--- src/design/kufa_pkg.sv ---
`timescale 1ns / 1ps

package kufa_pkg;

   // Forest size and the derived width of a table address.
   localparam int NODES   = 128;
   localparam int NODE_AW = (NODES > 1) ? $clog2(NODES) : 1;

   // Fixed field widths of the channels.
   localparam int NODE_W = 7;
   localparam int COEF_W = 32;
   localparam int SUM_W  = 40;

   // Sequencer states, one-hot.
   typedef enum logic [4:0] {
      ST_IDLE   = 5'b00001,
      ST_CHK_U  = 5'b00010,
      ST_CHK_V  = 5'b00100,
      ST_UPDATE = 5'b01000,
      ST_DONE   = 5'b10000
   } state_type;

   function automatic logic [SUM_W-1:0] sext_coef(input logic [COEF_W-1:0] c);
      return {{(SUM_W-COEF_W){c[COEF_W-1]}}, c};
   endfunction

endpackage

--- src/design/kufa_ram.sv ---
`timescale 1ns / 1ps

module kufa_ram #(
   parameter int WIDTH = 8,
   parameter int DEPTH = 16
) (
   input  logic                     clock,
   input  logic                     wr_en,
   input  logic [$clog2(DEPTH)-1:0] wr_addr,
   input  logic [WIDTH-1:0]         wr_data,
   input  logic [$clog2(DEPTH)-1:0] rd_addr,
   output logic [WIDTH-1:0]         rd_data
);

   logic [WIDTH-1:0] mem_ff [DEPTH];
   logic [WIDTH-1:0] rd_data_ff;

   always_ff @(posedge clock) begin
      if (wr_en) begin
         mem_ff[wr_addr] <= wr_data;
      end
      rd_data_ff <= mem_ff[rd_addr];
   end

   assign rd_data = rd_data_ff;

endmodule

--- src/design/kruskal_union_find_accumulator.sv ---
`timescale 1ns / 1ps
// Channel   Direction  Handshake             Payload
// req       in         req_valid/req_ready   node_u, node_v, coef_quad/lin/const, last_edge
// rsp       out        rsp_valid/rsp_ready   joined, total_quad/lin/const, final_flag
//
// An edge walks up from node_u and then from node_v to their roots, du and dv links,
// the depths of the two endpoints in the forest; the parent table has one read port
// with a registered read, so the root walk follows one parent link at a time. The
// sequencer returns to idle after each edge and only then takes the next transfer.
// Reset clears the sequencer, the sums and the per-entry valid bits of the parent
// table at once; an entry that is not valid reads as pointing to itself.
// req_ready is high only while the sequencer is idle; a result waiting in the
// output register stalls the sequencer only when the next result is ready to load.

module kruskal_union_find_accumulator
   import kufa_pkg::*;
(
   input  logic                     clock,
   input  logic                     reset,

   input  logic                     req_valid,
   output logic                     req_ready,
   input  logic [NODE_W-1:0]        req_node_u,
   input  logic [NODE_W-1:0]        req_node_v,
   input  logic signed [COEF_W-1:0] req_coef_quad,
   input  logic signed [COEF_W-1:0] req_coef_lin,
   input  logic signed [COEF_W-1:0] req_coef_const,
   input  logic                     req_last_edge,

   output logic                     rsp_valid,
   input  logic                     rsp_ready,
   output logic                     rsp_joined,
   output logic signed [SUM_W-1:0]  rsp_total_quad,
   output logic signed [SUM_W-1:0]  rsp_total_lin,
   output logic signed [SUM_W-1:0]  rsp_total_const,
   output logic                     rsp_final_flag
);

   // Sequencer and the captured edge.
   state_type            state_ff, state_in;
   logic [NODE_AW-1:0]   cur_ff, cur_in;
   logic [NODE_AW-1:0]   node_v_ff, node_v_in;
   logic [NODE_AW-1:0]   root_u_ff, root_u_in;
   logic [COEF_W-1:0]    coef_quad_ff, coef_quad_in;
   logic [COEF_W-1:0]    coef_lin_ff, coef_lin_in;
   logic [COEF_W-1:0]    coef_const_ff, coef_const_in;
   logic                 last_ff, last_in;
   logic                 joined_ff, joined_in;

   // Running sums and the valid bits of the parent table.
   logic [SUM_W-1:0]     sum_quad_ff, sum_quad_in;
   logic [SUM_W-1:0]     sum_lin_ff, sum_lin_in;
   logic [SUM_W-1:0]     sum_const_ff, sum_const_in;
   logic [NODES-1:0]     valid_ff, valid_in;

   // Output register.
   logic                 rsp_valid_ff, rsp_valid_in;
   logic                 rsp_joined_ff, rsp_joined_in;
   logic [SUM_W-1:0]     rsp_quad_ff, rsp_quad_in;
   logic [SUM_W-1:0]     rsp_lin_ff, rsp_lin_in;
   logic [SUM_W-1:0]     rsp_const_ff, rsp_const_in;
   logic                 rsp_final_ff, rsp_final_in;

   // Parent table port.
   logic                 ram_we;
   logic [NODE_AW-1:0]   ram_rdata;
   logic [NODE_AW-1:0]   parent;
   logic                 at_root;
   logic                 in_range;
   logic                 req_xfer;
   logic                 out_free;

   kufa_ram #(
      .WIDTH (NODE_AW),
      .DEPTH (NODES)
   ) u_parent_ram (
      .clock   (clock),
      .wr_en   (ram_we),
      .wr_addr (cur_ff),
      .wr_data (root_u_ff),
      .rd_addr (cur_in),
      .rd_data (ram_rdata)
   );

   assign req_ready = (state_ff == ST_IDLE);
   assign req_xfer  = req_valid && req_ready;
   assign out_free  = !rsp_valid_ff || rsp_ready;
   assign in_range  = (32'(req_node_u) < NODES) && (32'(req_node_v) < NODES);

   // The entry read last cycle belongs to cur_ff; a never-linked node is its own parent.
   assign parent  = valid_ff[cur_ff] ? ram_rdata : cur_ff;
   assign at_root = (parent == cur_ff);

   // In the update step cur_ff holds the root of node_v.
   assign ram_we = (state_ff == ST_UPDATE) && (root_u_ff != cur_ff);

   always_comb begin
      state_in      = state_ff;
      cur_in        = cur_ff;
      node_v_in     = node_v_ff;
      root_u_in     = root_u_ff;
      coef_quad_in  = coef_quad_ff;
      coef_lin_in   = coef_lin_ff;
      coef_const_in = coef_const_ff;
      last_in       = last_ff;
      joined_in     = joined_ff;
      sum_quad_in   = sum_quad_ff;
      sum_lin_in    = sum_lin_ff;
      sum_const_in  = sum_const_ff;
      valid_in      = valid_ff;
      rsp_valid_in  = rsp_valid_ff && !rsp_ready;
      rsp_joined_in = rsp_joined_ff;
      rsp_quad_in   = rsp_quad_ff;
      rsp_lin_in    = rsp_lin_ff;
      rsp_const_in  = rsp_const_ff;
      rsp_final_in  = rsp_final_ff;

      unique case (state_ff)
         ST_IDLE: begin
            if (req_xfer) begin
               cur_in        = NODE_AW'(req_node_u);
               node_v_in     = NODE_AW'(req_node_v);
               coef_quad_in  = req_coef_quad;
               coef_lin_in   = req_coef_lin;
               coef_const_in = req_coef_const;
               last_in       = req_last_edge;
               joined_in     = 1'b0;
               // An endpoint outside the forest rejects the edge without a walk.
               state_in      = in_range ? ST_CHK_U : ST_DONE;
            end
         end
         ST_CHK_U: begin
            if (at_root) begin
               root_u_in = cur_ff;
               cur_in    = node_v_ff;
               state_in  = ST_CHK_V;
            end else begin
               cur_in = parent;
            end
         end
         ST_CHK_V: begin
            if (at_root) begin
               state_in = ST_UPDATE;
            end else begin
               cur_in = parent;
            end
         end
         ST_UPDATE: begin
            if (root_u_ff != cur_ff) begin
               valid_in[cur_ff] = 1'b1;
               sum_quad_in      = sum_quad_ff + sext_coef(coef_quad_ff);
               sum_lin_in       = sum_lin_ff + sext_coef(coef_lin_ff);
               sum_const_in     = sum_const_ff + sext_coef(coef_const_ff);
               joined_in        = 1'b1;
            end
            state_in = ST_DONE;
         end
         ST_DONE: begin
            if (out_free) begin
               rsp_valid_in  = 1'b1;
               rsp_joined_in = joined_ff;
               rsp_quad_in   = sum_quad_ff;
               rsp_lin_in    = sum_lin_ff;
               rsp_const_in  = sum_const_ff;
               rsp_final_in  = last_ff;
               // The last edge of a graph starts a fresh forest and fresh sums.
               if (last_ff) begin
                  valid_in     = '0;
                  sum_quad_in  = '0;
                  sum_lin_in   = '0;
                  sum_const_in = '0;
               end
               state_in = ST_IDLE;
            end
         end
         default: begin
            state_in = ST_IDLE;
         end
      endcase
   end

   always_ff @(posedge clock) begin
      if (reset) begin
         state_ff     <= ST_IDLE;
         valid_ff     <= '0;
         sum_quad_ff  <= '0;
         sum_lin_ff   <= '0;
         sum_const_ff <= '0;
         rsp_valid_ff <= 1'b0;
      end else begin
         state_ff     <= state_in;
         valid_ff     <= valid_in;
         sum_quad_ff  <= sum_quad_in;
         sum_lin_ff   <= sum_lin_in;
         sum_const_ff <= sum_const_in;
         rsp_valid_ff <= rsp_valid_in;
      end
   end

   always_ff @(posedge clock) begin
      cur_ff        <= cur_in;
      node_v_ff     <= node_v_in;
      root_u_ff     <= root_u_in;
      coef_quad_ff  <= coef_quad_in;
      coef_lin_ff   <= coef_lin_in;
      coef_const_ff <= coef_const_in;
      last_ff       <= last_in;
      joined_ff     <= joined_in;
      rsp_joined_ff <= rsp_joined_in;
      rsp_quad_ff   <= rsp_quad_in;
      rsp_lin_ff    <= rsp_lin_in;
      rsp_const_ff  <= rsp_const_in;
      rsp_final_ff  <= rsp_final_in;
   end

   assign rsp_valid       = rsp_valid_ff;
   assign rsp_joined      = rsp_joined_ff;
   assign rsp_total_quad  = rsp_quad_ff;
   assign rsp_total_lin   = rsp_lin_ff;
   assign rsp_total_const = rsp_const_ff;
   assign rsp_final_flag  = rsp_final_ff;

   // An accepted edge always occupies the sequencer for at least the next cycle.
   a_busy_after_xfer: assert property (@(posedge clock) disable iff (reset)
      req_xfer |=> !req_ready)
      else $error("sequencer ready right after a transfer");

   // A new result appears only out of the final sequencer step.
   a_rsp_from_done: assert property (@(posedge clock) disable iff (reset)
      $rose(rsp_valid_ff) |-> $past(state_ff == ST_DONE))
      else $error("result loaded outside the final step");

   // A link is written only to a node that is not yet linked.
   a_link_once: assert property (@(posedge clock) disable iff (reset)
      ram_we |-> !valid_ff[cur_ff])
      else $error("root of node_v already has a parent");

   // Closing a graph leaves the forest and the sums cleared.
   a_clear_on_last: assert property (@(posedge clock) disable iff (reset)
      (state_ff == ST_DONE && out_free && last_ff) |=>
         (valid_ff == '0 && sum_quad_ff == '0 && sum_lin_ff == '0 && sum_const_ff == '0))
      else $error("state not cleared after the last edge");

endmodule
--- config.mk ---
export PLATFORM = sky130hd
export DESIGN_NAME = kruskal_union_find_accumulator
export DESIGN_NICKNAME = d
export VERILOG_FILES = /design/src/design/kufa_pkg.sv /design/src/design/kufa_ram.sv /design/src/design/kruskal_union_find_accumulator.sv
export SDC_FILE = /design/constraint.sdc
export NUM_CORES = 2
export LEC_CHECK = 0
export BUFFER_PORTS_ARGS = -buffer_cell sky130_fd_sc_hd__buf_2
export CAP_MARGIN = 15
export CORE_ASPECT_RATIO = 0.7
export CORE_MARGIN = 4
export CORE_UTILIZATION = 45
export DETAILED_ROUTE_END_ITERATION = 16
export PLACE_DENSITY = 0.75
export SLEW_MARGIN = 20
export SYNTH_ARGS = -nofsm -noshare
export SYNTH_HDL_FRONTEND = slang
export SYNTH_SLANG_ARGS = --single-unit
--- constraint.sdc ---
create_clock -name clock -period 9.85 [get_ports clock]
set_input_delay 2.4625 -clock clock [delete_from_list [all_inputs] [get_ports clock]]
set_output_delay 2.4625 -clock clock [all_outputs]
set_load 0.005 [all_outputs]
==> results.sh <==
export IMPL_first_iter_violations=4708
export IMPL_cts_setup_buffers=0
export IMPL_slowest_stage="dfxtp_2"
export IMPL_cp_top_family="compound AO/OA/AOI/OAI gates"
export IMPL_crit_buf_inv=3
export IMPL_finalCritPeriodShare_pct=73.0
export IMPL_outcome="finished, final reports clean"
export IMPL_worstSkewPairLatency_ns=0.76
export IMPL_async_reset_ff_share_pct=0
export IMPL_cts_resized=0
export IMPL_antenna_found_initial=14
export IMPL_wire_per_inst_um=22.8
export IMPL_cpPeakStageDelay_ns=0.96
export IMPL_cts_tree="built"
export IMPL_coreArea_sq_um=129000
export IMPL_max_freq_mhz=139
export IMPL_synth_area_leaders="edfxtp_1 (57%), dfxtp_1 (9.1%), mux2i_1 (4.5%), mux4_2 (3.5%), nand2_1 (2.7%)"
export IMPL_grt_max_degree=188
export IMPL_die_area_sq_um=137000
export IMPL_ctsLongestPathBuffers=3
export IMPL_criticalPathCategory="reg -> reg"
export IMPL_ant_nets=0
export IMPL_setup_tns_ns=0
export IMPL_post_synth_top_area_cell="edfxtp_1"
export IMPL_start_util_pct=45.6
export IMPL_cp_start_kind="register"
export IMPL_path_clk_slew_ns=0.07
export IMPL_critPathRequiredTime_ns=10.55
export IMPL_synthToLayoutAreaGrowth_pct=11.3
export IMPL_synth_edff_count=1130
export IMPL_synth_nets=4568
export IMPL_combPwrFrac_pct=28.0
export IMPL_p_sw_share_pct=32.6
export IMPL_ys_seq_area_share_pct=66.5
export IMPL_postRouteWirelength_um=146000
export IMPL_dr_pass1_iters=6
export IMPL_grt_pass1_vias=36000
export IMPL_drc=0
export IMPL_ys_flop_type="edfxtp_1"
export IMPL_p_int_w=0.0107
export IMPL_htree_levels=3
export IMPL_power_density_nw_per_um2=241
export IMPL_power_leakage_nw=22.9
export IMPL_grt_overflow_total=0
export IMPL_setup_violations=0
export IMPL_clock_sinks=1398
export IMPL_io_pins=239
export IMPL_fillers=10700
export IMPL_place_gp_congestion=0.867
export IMPL_fin_skew_ns=0.0430
export IMPL_vias=37700
export IMPL_rows=110
export IMPL_finalHoldViolations=0
export IMPL_grt_pass1_wl_um=223000
export IMPL_hpwlAfterDp_um=91100
export IMPL_numCtsBuffers=120
export IMPL_drive_gt1_share_pct=13.6
export IMPL_fin_area_sq_um=65700
export IMPL_ys_types=88
export IMPL_syn_area_per_cell_sq_um=13.6
export IMPL_netlist_instances=4333
export IMPL_worstPathArrival_ns=7.89
export IMPL_synth_cell_area_sq_um=59100
export IMPL_ctsHoldBuffers=0
export IMPL_cp_max_fo=187
export IMPL_ys_seq_elements=1398
export IMPL_placed_area_sq_um=61700
export IMPL_seqPwrFrac_pct=41.9
export IMPL_max_cap_violations=0
export IMPL_worst_pin_slew_ns=1.09
export IMPL_cp_end_kind="register"
export IMPL_path_cells="buf_4 > mux4_2 > nor2b_1 > a211o_1 > a32o_1 > a2111oi_4 > nand3_2 > a41oi_4 > and2_4 > inv_16 > buf_4 > mux4_2 > nand2_1 > nand3_1 > nand4_1 > a211oi_1 > o311a_1"
export IMPL_netlist_area_leader_share_pct=57.5
export IMPL_min_path_type="reg -> reg"
export IMPL_io_buffers=238
export IMPL_die_y_um=311
export IMPL_grt_use_total_pct=20.8
export IMPL_power_switching_w=0.00517
export IMPL_peakVddDrop_v=0.000372
export IMPL_clock_power_share_pct=30.0
export IMPL_rsz0062_at_grt="false"
export IMPL_maxSlewHeadroom_pct=25.6
export IMPL_synth_warnings=0
export IMPL_nets=4765
export IMPL_vias_per_cell=5.90
export IMPL_fp_dieW_um=441
export IMPL_min_period_ns=7.19
export IMPL_slew_viol_final=0
export IMPL_clockRootBuffer="clkbuf_16"
-- routing by layer --
layer / track usage [%] / part of all wire, %
met1: 31.1 / 43
met2: 30.4 / 45
met3: 4.77 / 10
met4: 5.74 / 2.4
met5: 0 / 0.011
-- power by group through the flow --
stage	combinational, W	sequential, W	clock (W)
after CTS	0.00437	0.00664	0.00480
after detailed placement	0.00434	0.00677	0
after floorplan	0.00333	0.00670	0
final	0.00444	0.00664	0.00476
after global routing	0.00472	0.00665	0.00507
after global placement	0.00427	0.00677	0
-- cells by family (layout without fill, tap and decap cells) --
| group | count (synthesis) | in the layout | share of synthesized area, % |
|---|---|---|---|
| AOI/OAI and AO/OA | 775 | 775 | 8.62 |
| xor gates and xnor gates | 110 | 110 | 1.63 |
| adders and majority gates | 120 | 120 | 2.58 |
| buffers and inverters | 283 | 586 | 2.57 |
| DFF | 1398 | 1398 | 66.5 |
| muxes | 370 | 370 | 8.29 |
| other | 0 | 14 | 0 |
| and+or+nand+nor | 1277 | 1277 | 9.76 |
-- metrics by stage --
step | power [W] | hold WS, ns | worst slack, ns | utilization (%) | instances
final | 0.0158 | 0.447 | 2.66 | 50.8 | 6386
after global routing | 0.0164 | 0.444 | 2.30 | 50.8 | 6385
after CTS | 0.0158 | 0.437 | 2.77 | 50.8 | 6372
after detailed placement | 0.0111 | 0.421 | 2.28 | 47.7 | 6144
after global placement | 0.0110 | 0.413 | 2.43 | 47.7 | 6143
after floorplan | 0.0100 | 0.400 | 1.36 | - | 4333
-- layout make-up --
type	count	area, sq um	share of cell area (%)
repair buffers	295	1660	2.52
inverters	63	255	0.388
flip-flops and latches	1398	39300	59.8
well taps	1736	2170	3.30
clock buffers	161	3310	5.03
clock inverters	67	639	0.973
multi-input cells	2652	18400	27.9
diodes	14	35.0	0.0533
-- cell usage after synthesis, types with 13 or more instances --
cell and count:
edfxtp_1 1130, nand2_1 427, nor2_1 402, a21oi_1 314, dfxtp_1 268, mux2i_1 268
nand3_1 166, ha_1 117, clkbuf_1 94, mux4_2 92, xnor2_1 77, o21ai_0 63
buf_2 61, nor3_1 58, inv_1 57, a31oi_1 56, and3_1 56, a211oi_1 46
a21o_1 44, nor2b_1 35, xor2_1 33, a22oi_1 32, nand2b_1 29, o211ai_1 28
a311oi_1 26, nand4_1 21, a22o_1 19, buf_1 19, buf_4 18, o21bai_1 17
buf_6 16, o2111ai_1 14, o21a_1 13, or2_2 13
-- flip-flops by register name, indices dropped and copies added (netlist names), 40 cells and up --
name / cells
rsp_total_const: 40
rsp_total_lin: 40
rsp_total_quad: 40
sum_const_ff: 40
sum_lin_ff: 40
sum_quad_ff: 40
u_parent_ram.mem_ff: 896
valid_ff: 128
-- cell usage in the layout (no fill, tap or decap), types with 27 or more instances in the layout --
cell,count
inv_1,57
nor2_1,395
mux4_2,92
dfxtp_1,265
xor2_1,33
a31oi_1,55
ha_1,117
nor3_1,53
a21oi_1,314
buf_4,54
xnor2_1,77
a21o_1,44
buf_2,237
o211ai_1,28
o21ai_0,63
nor2b_1,35
a22oi_1,32
nand2b_1,27
clkbuf_16,121
mux2i_1,268
nand2_1,427
nand3_1,163
and3_1,56
a211oi_1,46
edfxtp_1,1130
-- worst reg2reg max path, cell delays in order (launching register included) --
cell,delay [ns]
dfxtp_2,0.96
buf_4,0.46
mux4_2,0.34
nor2b_1,0.14
a211o_1,0.33
a32o_1,0.33
a2111oi_4,0.36
nand3_2,0.25
a41oi_4,0.78
and2_4,0.38
inv_16,0.26
buf_4,0.65
mux4_2,0.40
nand2_1,0.06
nand3_1,0.16
nand4_1,0.24
a211oi_1,0.78
o311a_1,0.29
-- path summary, 6_finish.rpt --
| kind | from | endpoint | slack [ns] | cells after the start |
|---|---|---|---|---|
| worst min register to register | sum_quad_ff[39] | rsp_total_quad[39] | 0.45 | 0 |
| worst max register to register | cur_ff[1] | u_parent_ram.rd_data[5] | 2.66 | 17 |
| worst max-delay path | cur_ff[1] | u_parent_ram.rd_data[5] | 2.66 | 17 |
| worst min-delay path | sum_quad_ff[39] | rsp_total_quad[39] | 0.45 | 0 |
Power figures use the tool's default switching activity.
